File: config.mk
export PLATFORM = sky130hd
export DESIGN_NAME = gram_schmidt_orthonormalizer_core
export DESIGN_NICKNAME = d
export VERILOG_FILES = /design/src/rtl/core/gso_pkg.sv /design/src/rtl/core/gso_serial_unit.sv /design/src/rtl/core/gram_schmidt_orthonormalizer_core.sv
export SDC_FILE = /design/constraint.sdc
export NUM_CORES = 2
export LEC_CHECK = 0
export BUFFER_PORTS_ARGS = -buffer_cell sky130_fd_sc_hd__buf_2
export CELL_PAD_IN_SITES_DETAIL_PLACEMENT = 0
export CELL_PAD_IN_SITES_GLOBAL_PLACEMENT = 1
export CORE_ASPECT_RATIO = 0.6
export CORE_UTILIZATION = 40
export DETAILED_ROUTE_END_ITERATION = 12
export GPL_TIMING_DRIVEN = 0
export PLACE_DENSITY_LB_ADDON = 0.15
export SKIP_CTS_REPAIR_TIMING = 1
export SLEW_MARGIN = 10
export SYNTH_ARGS = -nofsm -noshare
export SYNTH_HDL_FRONTEND = slang
export SYNTH_HIERARCHICAL = 1
export SYNTH_SLANG_ARGS = --single-unit
File: constraint.sdc
create_clock -name clock -period 10.5 [get_ports clock]
set_clock_uncertainty 0.1 [all_clocks]
set_input_delay 1.05 -clock clock [delete_from_list [all_inputs] [get_ports clock]]
set_output_delay 1.05 -clock clock [all_outputs]
set_load 0.02 [all_outputs]
File: src/rtl/core/gso_pkg.sv
// package for the modified gram-schmidt core: sizes, serial unit op codes, shared types
// no dependencies
package gso_pkg;
   localparam int NUM_VECTORS_DEF   = 32;
   localparam int VECTOR_LENGTH_DEF = 2;
   localparam int ElemW  = 16;
   localparam int EpsW   = 16;
   localparam int AccW   = 64;
   localparam logic [EpsW-1:0] EPS_RESET = 16'd1;

   // serial unit operations
   localparam logic [1:0] OP_MUL  = 2'd0;
   localparam logic [1:0] OP_SQRT = 2'd1;
   localparam logic [1:0] OP_DIV  = 2'd2;

   typedef struct packed {
      logic       start;
      logic [1:0] op;
   } su_ctl_type;
endpackage

File: src/rtl/core/gso_serial_unit.sv
// shared bit-serial unit: 64x64 shift-add multiply, 64-bit integer root, 64/64 divide
// depends on gso_pkg
module gso_serial_unit (
   input  logic                   clock,
   input  logic                   reset,
   input  gso_pkg::su_ctl_type    ctl,
   input  logic [63:0]            opa,
   input  logic [63:0]            opb,
   output logic                   done,
   output logic [63:0]            res
);
   import gso_pkg::*;

   logic        busy_ff, busy_in;
   logic [1:0]  op_ff, op_in;
   logic [6:0]  cnt_ff, cnt_in;
   logic [127:0] acc_ff, acc_in;
   logic [63:0] b_ff, b_in;
   logic [63:0] q_ff, q_in;
   logic        done_ff, done_in;
   logic [65:0] trial;
   logic [64:0] rem_sh;

   always_comb begin
      busy_in = busy_ff;
      op_in   = op_ff;
      cnt_in  = cnt_ff;
      acc_in  = acc_ff;
      b_in    = b_ff;
      q_in    = q_ff;
      done_in = 1'b0;
      trial   = '0;
      rem_sh  = '0;
      if (ctl.start) begin
         busy_in = 1'b1;
         op_in   = ctl.op;
         cnt_in  = '0;
         b_in    = opb;
         q_in    = '0;
         case (ctl.op)
            OP_MUL:  acc_in = {64'd0, opa};
            OP_SQRT: acc_in = {64'd0, opa};
            OP_DIV:  acc_in = {64'd0, opa};
            default: acc_in = '0;
         endcase
      end else if (busy_ff) begin
         case (op_ff)
            OP_MUL: begin
               // acc lower holds multiplier bits, upper the sum
               if (acc_ff[0])
                  acc_in = {1'b0, acc_ff[127:1]} + {1'b0, b_ff, 63'd0};
               else
                  acc_in = {1'b0, acc_ff[127:1]};
            end
            OP_SQRT: begin
               // acc[63:0] remaining radicand, acc[127:64] remainder, q root
               rem_sh = {acc_ff[126:64], acc_ff[63:62]};
               trial  = {1'b0, rem_sh} - {q_ff, 2'b01};
               acc_in[63:0] = {acc_ff[61:0], 2'b00};
               if (!trial[65]) begin
                  acc_in[127:64] = trial[63:0];
                  q_in = {q_ff[62:0], 1'b1};
               end else begin
                  acc_in[127:64] = rem_sh[63:0];
                  q_in = {q_ff[62:0], 1'b0};
               end
            end
            OP_DIV: begin
               rem_sh = {acc_ff[127:64], acc_ff[63]};
               trial  = {1'b0, rem_sh} - {2'b00, b_ff};
               acc_in[63:0] = {acc_ff[62:0], 1'b0};
               if (!trial[65]) begin
                  acc_in[127:64] = trial[63:0];
                  q_in = {q_ff[62:0], 1'b1};
               end else begin
                  acc_in[127:64] = rem_sh[63:0];
                  q_in = {q_ff[62:0], 1'b0};
               end
            end
            default: acc_in = acc_ff;
         endcase
         cnt_in = cnt_ff + 7'd1;
         if ((op_ff == OP_SQRT && cnt_ff == 7'd31) || cnt_ff == 7'd63) begin
            busy_in = 1'b0;
            done_in = 1'b1;
         end
      end
   end

   always_ff @(posedge clock) begin
      if (reset) begin
         busy_ff <= 1'b0;
         done_ff <= 1'b0;
      end else begin
         busy_ff <= busy_in;
         done_ff <= done_in;
      end
      op_ff  <= op_in;
      cnt_ff <= cnt_in;
      acc_ff <= acc_in;
      b_ff   <= b_in;
      q_ff   <= q_in;
   end

   assign done = done_ff;
   assign res  = (op_ff == OP_MUL) ? acc_ff[63:0] : q_ff;
endmodule

File: src/rtl/core/gram_schmidt_orthonormalizer_core.sv
// processing starts after the request marked last; requests are taken one per cycle
// only while in the load state (req_stall low); products, roots and divides run on one
// shared bit-serial unit; results stream out in order, each held while rsp_stall is high
// reset (synchronous) clears load count, sequencer and output valid; epsilon
// returns to 1; the matrix store holds garbage until loaded
// depends on gso_pkg and gso_serial_unit
module gram_schmidt_orthonormalizer_core #(
   parameter int NUM_VECTORS   = gso_pkg::NUM_VECTORS_DEF,
   parameter int VECTOR_LENGTH = gso_pkg::VECTOR_LENGTH_DEF
) (
   input  logic                clock,
   input  logic                reset,
   input  logic                req_valid,
   output logic                req_stall,
   input  logic signed [15:0]  req_element_value,
   input  logic                req_element_last,
   output logic                rsp_valid,
   input  logic                rsp_stall,
   output logic signed [15:0]  rsp_result_value,
   output logic                rsp_result_last,
   input  logic                csr_wr_en,
   input  logic [15:0]         csr_wr_data
);
   import gso_pkg::*;

   localparam int MatSize = NUM_VECTORS * VECTOR_LENGTH;
   localparam int AW = (MatSize > 1) ? $clog2(MatSize) : 1;
   localparam int RW = (NUM_VECTORS > 1) ? $clog2(NUM_VECTORS) : 1;
   localparam int KW = (VECTOR_LENGTH > 1) ? $clog2(VECTOR_LENGTH) : 1;

   localparam logic [4:0] S_LOAD  = 5'd0;
   localparam logic [4:0] S_DRD_W = 5'd1;
   localparam logic [4:0] S_DRD_V = 5'd2;
   localparam logic [4:0] S_DMUL  = 5'd3;
   localparam logic [4:0] S_DWAIT = 5'd4;
   localparam logic [4:0] S_URD   = 5'd5;
   localparam logic [4:0] S_UMUL  = 5'd6;
   localparam logic [4:0] S_UWAIT = 5'd7;
   localparam logic [4:0] S_UWR   = 5'd8;
   localparam logic [4:0] S_NRD   = 5'd9;
   localparam logic [4:0] S_NMUL  = 5'd10;
   localparam logic [4:0] S_NWAIT = 5'd11;
   localparam logic [4:0] S_SQRT  = 5'd12;
   localparam logic [4:0] S_SWAIT = 5'd13;
   localparam logic [4:0] S_VRD   = 5'd14;
   localparam logic [4:0] S_VDIV  = 5'd15;
   localparam logic [4:0] S_VWAIT = 5'd16;
   localparam logic [4:0] S_VWR   = 5'd17;
   localparam logic [4:0] S_ORD   = 5'd18;
   localparam logic [4:0] S_OUT   = 5'd19;
   localparam logic [4:0] S_RDL   = 5'd20;

   logic signed [15:0] mem [MatSize];
   logic [15:0]  rd_ff;
   logic         rd_en;
   logic [AW-1:0] raddr;
   logic         we;
   logic [AW-1:0] waddr;
   logic [15:0]  wdata;

   logic [4:0]   st_ff, st_in;
   logic [AW-1:0] lc_ff, lc_in;
   logic [RW-1:0] i_ff, i_in, j_ff, j_in;
   logic [KW-1:0] k_ff, k_in;
   logic [AW-1:0] oa_ff, oa_in;
   logic [15:0]  eps_ff;
   logic [63:0]  acc_ff, acc_in;
   logic [63:0]  dot_ff, dot_in;
   logic [63:0]  r_ff, r_in;
   logic [15:0]  wv_ff, wv_in;
   logic [4:0]   ret_ff, ret_in;
   logic         ov_ff, ov_in;
   logic [15:0]  oval_ff, oval_in;
   logic         olast_ff, olast_in;

   su_ctl_type   su_ctl;
   logic [63:0]  su_a, su_b, su_res;
   logic         su_done;

   gso_serial_unit u_su (
      .clock (clock), .reset (reset), .ctl (su_ctl),
      .opa (su_a), .opb (su_b), .done (su_done), .res (su_res)
   );

   function automatic logic [AW-1:0] addr_of(input logic [RW-1:0] r, input logic [KW-1:0] k);
      logic [AW+RW:0] t;
      t = (AW+RW+1)'(r) * (AW+RW+1)'(VECTOR_LENGTH) + (AW+RW+1)'(k);
      return t[AW-1:0];
   endfunction

   function automatic logic [15:0] sat16(input logic signed [65:0] v);
      if (v > 66'sd32767) return 16'h7fff;
      if (v < -66'sd32768) return 16'h8000;
      return v[15:0];
   endfunction

   logic [63:0] mag_a, mag_b;
   logic        neg_a;
   logic [63:0] sq_rnd, qsat;
   logic signed [65:0] upd;

   always_comb begin
      st_in   = st_ff;
      lc_in   = lc_ff;
      i_in    = i_ff;
      j_in    = j_ff;
      k_in    = k_ff;
      oa_in   = oa_ff;
      acc_in  = acc_ff;
      dot_in  = dot_ff;
      r_in    = r_ff;
      wv_in   = wv_ff;
      ret_in  = ret_ff;
      ov_in   = ov_ff;
      oval_in = oval_ff;
      olast_in = olast_ff;
      su_ctl  = '0;
      su_a    = '0;
      su_b    = '0;
      raddr   = '0;
      rd_en   = 1'b0;
      we      = 1'b0;
      waddr   = '0;
      wdata   = '0;
      mag_a   = '0;
      mag_b   = '0;
      neg_a   = 1'b0;
      sq_rnd  = '0;
      qsat    = '0;
      upd     = '0;
      if (ov_ff && !rsp_stall) ov_in = 1'b0;
      case (st_ff)
         S_LOAD: begin
            if (req_valid) begin
               we    = 1'b1;
               waddr = lc_ff;
               wdata = req_element_value;
               if (req_element_last) begin
                  lc_in = '0;
                  i_in  = '0;
                  j_in  = '0;
                  k_in  = '0;
                  acc_in = '0;
                  st_in = S_NRD;
               end else if (lc_ff == AW'(MatSize - 1)) begin
                  lc_in = '0;
               end else begin
                  lc_in = lc_ff + 1'b1;
               end
            end
         end
         // dot product w.v_j: read w[k]
         S_DRD_W: begin
            raddr = addr_of(i_ff, k_ff);
            rd_en = 1'b1;
            st_in = S_DRD_V;
         end
         S_DRD_V: begin
            raddr = addr_of(j_ff, k_ff);
            rd_en = 1'b1;
            wv_in = rd_ff;
            st_in = S_RDL;
            ret_in = S_DMUL;
         end
         S_RDL: st_in = ret_ff;
         S_DMUL: begin
            su_ctl.start = 1'b1;
            su_ctl.op    = OP_MUL;
            su_a = {{48{wv_ff[15]}}, wv_ff};
            su_b = {{48{rd_ff[15]}}, rd_ff};
            st_in = S_DWAIT;
         end
         S_DWAIT: begin
            if (su_done) begin
               if (k_ff == KW'(VECTOR_LENGTH - 1)) begin
                  dot_in = acc_ff + su_res;
                  acc_in = '0;
                  k_in   = '0;
                  st_in  = S_URD;
               end else begin
                  acc_in = acc_ff + su_res;
                  k_in   = k_ff + 1'b1;
                  st_in  = S_DRD_W;
               end
            end
         end
         // update w[k] -= round(dot*v[k] >> 28)
         S_URD: begin
            raddr = addr_of(j_ff, k_ff);
            rd_en = 1'b1;
            st_in = S_RDL;
            ret_in = S_UMUL;
         end
         S_UMUL: begin
            su_ctl.start = 1'b1;
            su_ctl.op    = OP_MUL;
            su_a = dot_ff;
            su_b = {{48{rd_ff[15]}}, rd_ff};
            raddr = addr_of(i_ff, k_ff);
            rd_en = 1'b1;
            st_in = S_UWAIT;
         end
         S_UWAIT: begin
            raddr = addr_of(i_ff, k_ff);
            rd_en = 1'b1;
            if (su_done) begin
               neg_a  = su_res[63];
               mag_a  = neg_a ? (64'd0 - su_res) : su_res;
               mag_b  = (mag_a + 64'd134217728) >> 28;
               acc_in = neg_a ? (64'd0 - mag_b) : mag_b;
               st_in  = S_UWR;
            end
         end
         S_UWR: begin
            upd   = 66'(signed'(rd_ff)) - 66'(signed'(acc_ff));
            we    = 1'b1;
            waddr = addr_of(i_ff, k_ff);
            wdata = sat16(upd);
            acc_in = '0;
            if (k_ff == KW'(VECTOR_LENGTH - 1)) begin
               k_in = '0;
               if (j_ff + 1'b1 == i_ff) begin
                  st_in = S_NRD;
               end else begin
                  j_in  = j_ff + 1'b1;
                  st_in = S_DRD_W;
               end
            end else begin
               k_in  = k_ff + 1'b1;
               st_in = S_URD;
            end
         end
         // squared norm
         S_NRD: begin
            raddr = addr_of(i_ff, k_ff);
            rd_en = 1'b1;
            st_in = S_RDL;
            ret_in = S_NMUL;
         end
         S_NMUL: begin
            su_ctl.start = 1'b1;
            su_ctl.op    = OP_MUL;
            su_a = {{48{rd_ff[15]}}, rd_ff};
            su_b = {{48{rd_ff[15]}}, rd_ff};
            st_in = S_NWAIT;
         end
         S_NWAIT: begin
            if (su_done) begin
               acc_in = acc_ff + su_res;
               if (k_ff == KW'(VECTOR_LENGTH - 1)) begin
                  k_in  = '0;
                  st_in = S_SQRT;
               end else begin
                  k_in  = k_ff + 1'b1;
                  st_in = S_NRD;
               end
            end
         end
         S_SQRT: begin
            su_ctl.start = 1'b1;
            su_ctl.op    = OP_SQRT;
            su_a = (acc_ff + {48'd0, eps_ff}) << 28;
            st_in = S_SWAIT;
         end
         S_SWAIT: begin
            if (su_done) begin
               r_in   = su_res;
               acc_in = '0;
               st_in  = S_VRD;
            end
         end
         // normalise w[k]
         S_VRD: begin
            raddr = addr_of(i_ff, k_ff);
            rd_en = 1'b1;
            st_in = S_RDL;
            ret_in = S_VDIV;
         end
         S_VDIV: begin
            neg_a = rd_ff[15];
            mag_a = neg_a ? (64'd0 - {{48{rd_ff[15]}}, rd_ff}) : {48'd0, rd_ff};
            wv_in = rd_ff;
            su_ctl.start = 1'b1;
            su_ctl.op    = OP_DIV;
            su_a = (mag_a << 28) + (r_ff >> 1);
            su_b = r_ff;
            st_in = (r_ff == '0) ? S_VWR : S_VWAIT;
         end
         S_VWAIT: begin
            if (su_done) st_in = S_VWR;
         end
         S_VWR: begin
            we    = 1'b1;
            waddr = addr_of(i_ff, k_ff);
            qsat  = (su_res > 64'd32768) ? 64'd32768 : su_res;
            sq_rnd = wv_ff[15] ? (64'd0 - qsat) : qsat;
            if (r_ff == '0) wdata = '0;
            else wdata = sat16(66'(signed'(sq_rnd)));
            if (k_ff == KW'(VECTOR_LENGTH - 1)) begin
               k_in = '0;
               j_in = '0;
               if (i_ff == RW'(NUM_VECTORS - 1)) begin
                  oa_in = '0;
                  st_in = S_ORD;
               end else begin
                  i_in  = i_ff + 1'b1;
                  st_in = S_DRD_W;
               end
            end else begin
               k_in  = k_ff + 1'b1;
               st_in = S_VRD;
            end
         end
         // stream out
         S_ORD: begin
            raddr = oa_ff;
            rd_en = 1'b1;
            if (!ov_ff || !rsp_stall) st_in = S_OUT;
         end
         S_OUT: begin
            if (!ov_ff || !rsp_stall) begin
               ov_in    = 1'b1;
               oval_in  = rd_ff;
               olast_in = (oa_ff == AW'(MatSize - 1));
               if (oa_ff == AW'(MatSize - 1)) begin
                  st_in = S_LOAD;
               end else begin
                  oa_in = oa_ff + 1'b1;
                  st_in = S_ORD;
               end
            end
         end
         default: st_in = S_LOAD;
      endcase
   end

   assign req_stall = (st_ff != S_LOAD);

   always_ff @(posedge clock) begin
      if (we) mem[waddr] <= wdata;
      if (rd_en) rd_ff <= mem[raddr];
   end

   always_ff @(posedge clock) begin
      if (reset) begin
         st_ff  <= S_LOAD;
         lc_ff  <= '0;
         ov_ff  <= 1'b0;
         eps_ff <= EPS_RESET;
      end else begin
         st_ff <= st_in;
         lc_ff <= lc_in;
         ov_ff <= ov_in;
         if (csr_wr_en) eps_ff <= csr_wr_data;
      end
      i_ff  <= i_in;
      j_ff  <= j_in;
      k_ff  <= k_in;
      oa_ff <= oa_in;
      acc_ff <= acc_in;
      dot_ff <= dot_in;
      r_ff  <= r_in;
      wv_ff <= wv_in;
      ret_ff <= ret_in;
      oval_ff <= oval_in;
      olast_ff <= olast_in;
   end

   assign rsp_valid        = ov_ff;
   assign rsp_result_value = oval_ff;
   assign rsp_result_last  = olast_ff;

`ifndef SYNTHESIS
   a_no_accept_busy: assert property (@(posedge clock) disable iff (reset)
      (st_ff != S_LOAD) |-> req_stall)
      else $error("request taken while busy");
   a_out_hold: assert property (@(posedge clock) disable iff (reset)
      (rsp_valid && rsp_stall) |=> (rsp_valid && $stable(rsp_result_value)))
      else $error("result changed under stall");
   a_out_waits: assert property (@(posedge clock) disable iff (reset)
      (st_ff == S_OUT && rsp_valid && rsp_stall) |=> (st_ff == S_OUT))
      else $error("output step left while result stalled");
`endif
endmodule
; ---- Yosys cells after proc, flatten, opt, wreduce, memory -nomap -nowiden
; Memory sizes are Yosys's and may differ from the RTL's. A register that Yosys moved wholly into a read port is not among the register bits.
; Cells that the tools add are included.
[op_classes]
add_sub_neg = 20
n_lt_le_gt_ge = 5
eq_ne = 46
mux = 105
bitwise = 1
n_reduce_logical = 42
[ops]
columns = op, n
row1 = 2-to-1 mux 64 bit, 15
row2 = 2-to-1 mux 128 bit, 3
row3 = one-hot mux 128 bit (3 select lines), 1
row4 = one-hot mux 64 bit (6 select lines), 1
row5 = one-hot mux 64 bit (5 select lines), 1
row6 = one-hot mux 64 bit (2 select lines), 2
row7 = 2-to-1 mux 16 bit, 10
row8 = adder 127 x 127 -> 128 bit, 1
row9 = greater-than comparator 64 x 16 -> 1 bit (second input constant), 2
row10 = subtractor 1 x 64 -> 64 bit (first input constant), 2
row11 = 2-to-1 mux 5 bit, 20
row12 = one-hot mux 5 bit (18 select lines), 1
row13 = subtractor 65 x 64 -> 66 bit, 1
row14 = subtractor 65 x 66 -> 66 bit, 1
row15 = greater-than comparator 65 x 16 -> 1 bit (second input constant), 1
row16 = < comparator 65 x 16 -> 1 bit (second input constant), 1
row17 = subtractor 16 x 64 -> 65 bit, 1
row18 = adder 64 x 28 -> 64 bit (second input constant), 1
row19 = adder 64 x 63 -> 64 bit, 1
row20 = adder 64 bit, 1
row21 = logical NOT 64 bit, 1
row22 = < comparator 64 x 16 -> 1 bit (second input constant), 1
row23 = one-hot mux 16 bit (3 select lines), 1
row24 = 2-to-1 mux 6 bit, 7
row25 = other kinds (56), 142
[totals]
ff_bits = 542
ram_bits = 1024
in_bits = 38
out_inout_bits = 19
word_cells = 242
mem_count = 1
[mem_list]
columns = name, words, word_bits, read_ports, rd_ports_with_merged_regs, wr, line_no
row1 = mem, 64, 16, 1, 1, 1, gram_schmidt_orthonormalizer_core.sv:53  ; logic signed [15:0] mem [MatSize];

; ---- Logic depth before layout (Yosys ltp)
[logic_depth]
depth_word = 17
depth_mapped = 29

; ---- Hierarchy
; Netlist, hierarchy kept.
[modules_own_cells]
columns = mod, instances, cells_each, area_each_um2, seq_area_each_um2
row1 = gram_schmidt_orthonormalizer_core, 1, 6089, 68265.5, 39147.5
row2 = gso_serial_unit, 1, 3119, 24858.8, 7287.0

; ---- Worst setup path after synthesis
; No wires, ideal clock.
[synth_path]
path_kind = register to register
from = register st_ff[3]
to = register u_su.acc_ff[0] (enable)
setup_time_ns = 0.509
arrival_ns = 8.012
required_time_ns = 9.891
path_slack_ns = 1.879
path_stages_with_launch = 11
path_buffers = 5
synth_period_minus_slack_ns = 8.621
cell_sequence = dfxtp_1 -> clkbuf_1 -> clkbuf_1 -> buf_1 -> nand2_1 -> nor2_1 -> a21oi_1 -> nor2_1 -> clkbuf_1 -> clkbuf_1 -> nand2b_1
[synth_lines]
columns = item, line_no
row1 = "start, declared", gram_schmidt_orthonormalizer_core.sv:61  ; logic [4:0] st_ff, st_in;
row2 = "start signal, assigned", gram_schmidt_orthonormalizer_core.sv:351  ; st_ff <= st_in;
row3 = "end signal, assigned", gso_serial_unit.sv:100  ; acc_ff <= acc_in;
row4 = "end, declared", gso_serial_unit.sv:17  ; logic [127:0] acc_ff, acc_in;

==> flow_summary.json <==
{
  "crit_fanout": 19,
  "yosys_warnings": 6,
  "die_h_um": 376,
  "crit_top_cell": "clkbuf_1",
  "comb_power_share_pct": 55.8,
  "layout_common_cells": "edfxtp_1, nand2_1, a21oi_1",
  "fin_nets": 10100,
  "finalPower_uw": 35700,
  "final_max_slew_viol_count": 0,
  "report.final.setup_viol": 0,
  "cell_internal_pwr_uw": 18000,
  "required_ns": 10.93,
  "nFillCells": 21600,
  "setup.worst_path.class": "register to register",
  "powerDensity_nw_per_um2": 339,
  "postSynth.asyncResetShare_pct": 0,
  "max_freq_mhz": 98.7,
  "wl_per_cell_um": 31.2,
  "postRouteAntennaNets": 0,
  "cp_num_buf_inv": 11,
  "cts_buffer_depth": 4,
  "drv_cap": 0,
  "io_buffer_count": 55,
  "area_growth_pct": 13.0,
  "grt_max_degree": 65,
  "status": "finished clean",
  "firstDrtPassIters": 6,
  "seqCellArea_um2": 46400,
  "crit_family": "buffers and inverters",
  "start_util_pct": 40.4,
  "dp_hpwl_mm": 322,
  "antenna_found_initial": 33,
  "syn_inst": 9208,
  "drc_errors": 0,
  "cts_buffers": 164,
  "wl_mm": 401,
  "p_sw_uw": 17700,
  "die_area_um2": 235000,
  "timing.setup.tns_ns": 0,
  "p_leak_uw": 0.0377,
  "tightest_slew_ns": 1.43,
  "crit_path_end_kind": "register",
  "synth_flop_cell": "edfxtp_1",
  "grt.total_usage_pct": 33.0,
  "fin_util_pct": 45.7,
  "fp.dieW_um": 625,
  "multiInputGateArea_um2": 43800,
  "coreArea_um2": 230000,
  "cts.clk_slew.worst_paths_ns": 0.06,
  "synthTopCellsByArea": "edfxtp_1, nand2_1, ha_1",
  "start_kind": "register",
  "grt_pass1_vias": 72600,
  "post-route-min-period_ns": 10.13,
  "clkSinkCount": 1580,
  "clkPwrFrac_pct": 16.3,
  "relSlewSlack_pct": 3.65,
  "ioPinCount": 57,
  "drtIter0Drc": 12800,
  "grt_pass1_wl_mm": 554,
  "ir_drop_uv": 212,
  "stdcell_count": 12900,
  "clock_latency_ns": 0.86,
  "cts_max_level": 4,
  "synth_cell_types": 122,
  "sw_frac_of_total_pct": 49.5,
  "yosys_register_bits": 1580,
  "cts_tree": "built",
  "num_vias": 81200,
  "yosysSeqAreaShare_pct": 49.9,
  "yosysTopAreaCell": "edfxtp_1",
  "vias_per_cell": 6.31,
  "cts-root-buf": "clkbuf_16",
  "drive_gt1_share_pct": 7.66,
  "cpPeakStageDelay_ns": 0.57,
  "grt_remaining_overflow": 0,
  "cp.arrival_ns": 10.56,
  "final-hold-violation-count": 0,
  "synth_area_um2": 93100,
  "synth_edf_count": 1479,
  "dp.cells": 12600,
  "syn_area_per_cell_um2": 10.1,
  "netlist.area_leader.share_pct": 47.7,
  "rows": 136,
  "hold_class": "register to register",
  "place.gp.congestion": 1.01,
  "crit_slowest_cell": "or4b_1",
  "rsz0062_at_grt": "false",
  "final_common_cell": "edfxtp_1",
  "seqPwrFrac_pct": 27.9,
  "post-route-period-util_pct": 96.5
}
-- through the flow --
stage                     hold WS [ns]  instance area (µm²)  setup slack (ns)
after floorplan                  0.345                93200              1.88
after global placement           0.352                97400             -5.76
after detailed placement         0.362               100000            -0.699
after CTS                        0.334               105000            -0.742
after global routing             0.372               105000            0.0476
final                            0.350               105000             0.371
-- final timing paths --
| check | start | to | slack (ns) | cells after the start |
|---|---|---|---|---|
| setup / recovery | u_su/op_ff[0] | acc_ff[36] | 0.37 | 27 |
| hold / removal | u_su/q_ff[27] | u_su/q_ff[28] | 0.35 | 2 |
| setup reg to reg | u_su/op_ff[0] | acc_ff[36] | 0.37 | 27 |
| hold reg to reg | u_su/q_ff[27] | u_su/q_ff[28] | 0.35 | 2 |
-- kinds of logic (layout without fill, tap and decap cells) --
family                     Yosys count  after routing  share of synthesized area (%)
AOI/OAI and AO/OA                 2972           2972                           21.6
and+or+nand+nor                   2831           2831                           14.2
DFF                               1580           1580                           49.9
buffers and inverters              880           1406                           3.65
xor gates and xnor gates           456            456                           4.29
adders and majority gates          389            389                           5.27
muxes                               99             99                           1.11
other                                1             33                        0.00403
-- registers in the layout (all words and copies together), names as in the netlist, 5 cells and up --
name	count
r_ff	64
u_su/cnt_ff	7
wv_ff	16
rsp_result_value	16
dot_ff	64
mem	1024
eps_ff	16
i_ff	5
oa_ff	6
acc_ff	64
u_su/q_ff	64
lc_ff	6
j_ff	5
u_su/b_ff	64
st_ff	5
u_su/acc_ff	128
rd_ff	16
-- worst reg2reg max path: stages, from the launching register on --
cell	delay [ns]
edfxtp_1	0.38
inv_1	0.10
ha_2	0.42
mux2_2	0.44
clkbuf_1	0.51
clkbuf_1	0.55
buf_2	0.53
buf_1	0.55
clkbuf_2	0.56
clkbuf_1	0.51
clkbuf_1	0.54
nand2_1	0.14
xnor2_1	0.18
ha_1	0.17
clkbuf_1	0.40
nand3_1	0.13
mux2i_1	0.25
a21o_1	0.22
a31oi_1	0.16
or4_4	0.49
a2111oi_4	0.49
o211ai_2	0.29
or4b_1	0.57
buf_2	0.19
nor2_1	0.11
a311o_2	0.35
buf_4	0.26
a21bo_1	0.26
-- synthesized netlist by cell type, drive strengths merged, types with 21 or more instances --
library cell / count
inv: 321
nand4: 111
nor2: 465
ha: 383
nor2b: 50
a211oi: 442
xor2: 149
nor4: 70
o21a: 63
o41ai: 25
mux2: 32
o22ai: 21
nand3: 139
a22oi: 161
a221oi: 61
o31ai: 48
o211ai: 57
or3: 45
dfxtp: 101
and3: 53
o21ai: 465
nor3: 136
clkbuf: 479
nand2b: 65
mux2i: 67
a21o: 237
o221ai: 24
buf: 79
a211o: 28
a21boi: 23
edfxtp: 1479
a31oi: 186
o21bai: 79
xnor2: 307
and2: 283
a311oi: 139
a22o: 44
nand2: 1308
a221o: 41
a21oi: 677
-- power groups by stage --
stage	clock network [µW]	logic, µW	registers (µW)
final	5830	19900	9960
after global routing	6090	21000	9960
after CTS	5880	19100	9880
after detailed placement	0	19000	10000
after global placement	0	17800	10700
after floorplan	0	10900	9630
-- area by class of cell --
| class | instances | area share, % |
|---|---|---|
| inverters | 322 | 1.15 |
| clock buffers | 217 | 4.27 |
| diodes | 14 | 0.0333 |
| well taps | 3105 | 3.69 |
| multi-input cells | 6766 | 41.6 |
| repair buffers | 244 | 2.41 |
| clock inverters | 67 | 0.595 |
| plain buffers | 556 | 2.10 |
| flip-flops and latches | 1580 | 44.1 |
-- per-layer routing --
layer	GRT usage (%)	wire, µm	up-vias
li1	-	-	35800
met1	53.9	193000	40200
met4	5.93	7350	8
met2	38.7	137000	4818
met3	13.8	63700	400
met5	0	55	-
No activity file was read; power rests on OpenSTA's default activity.
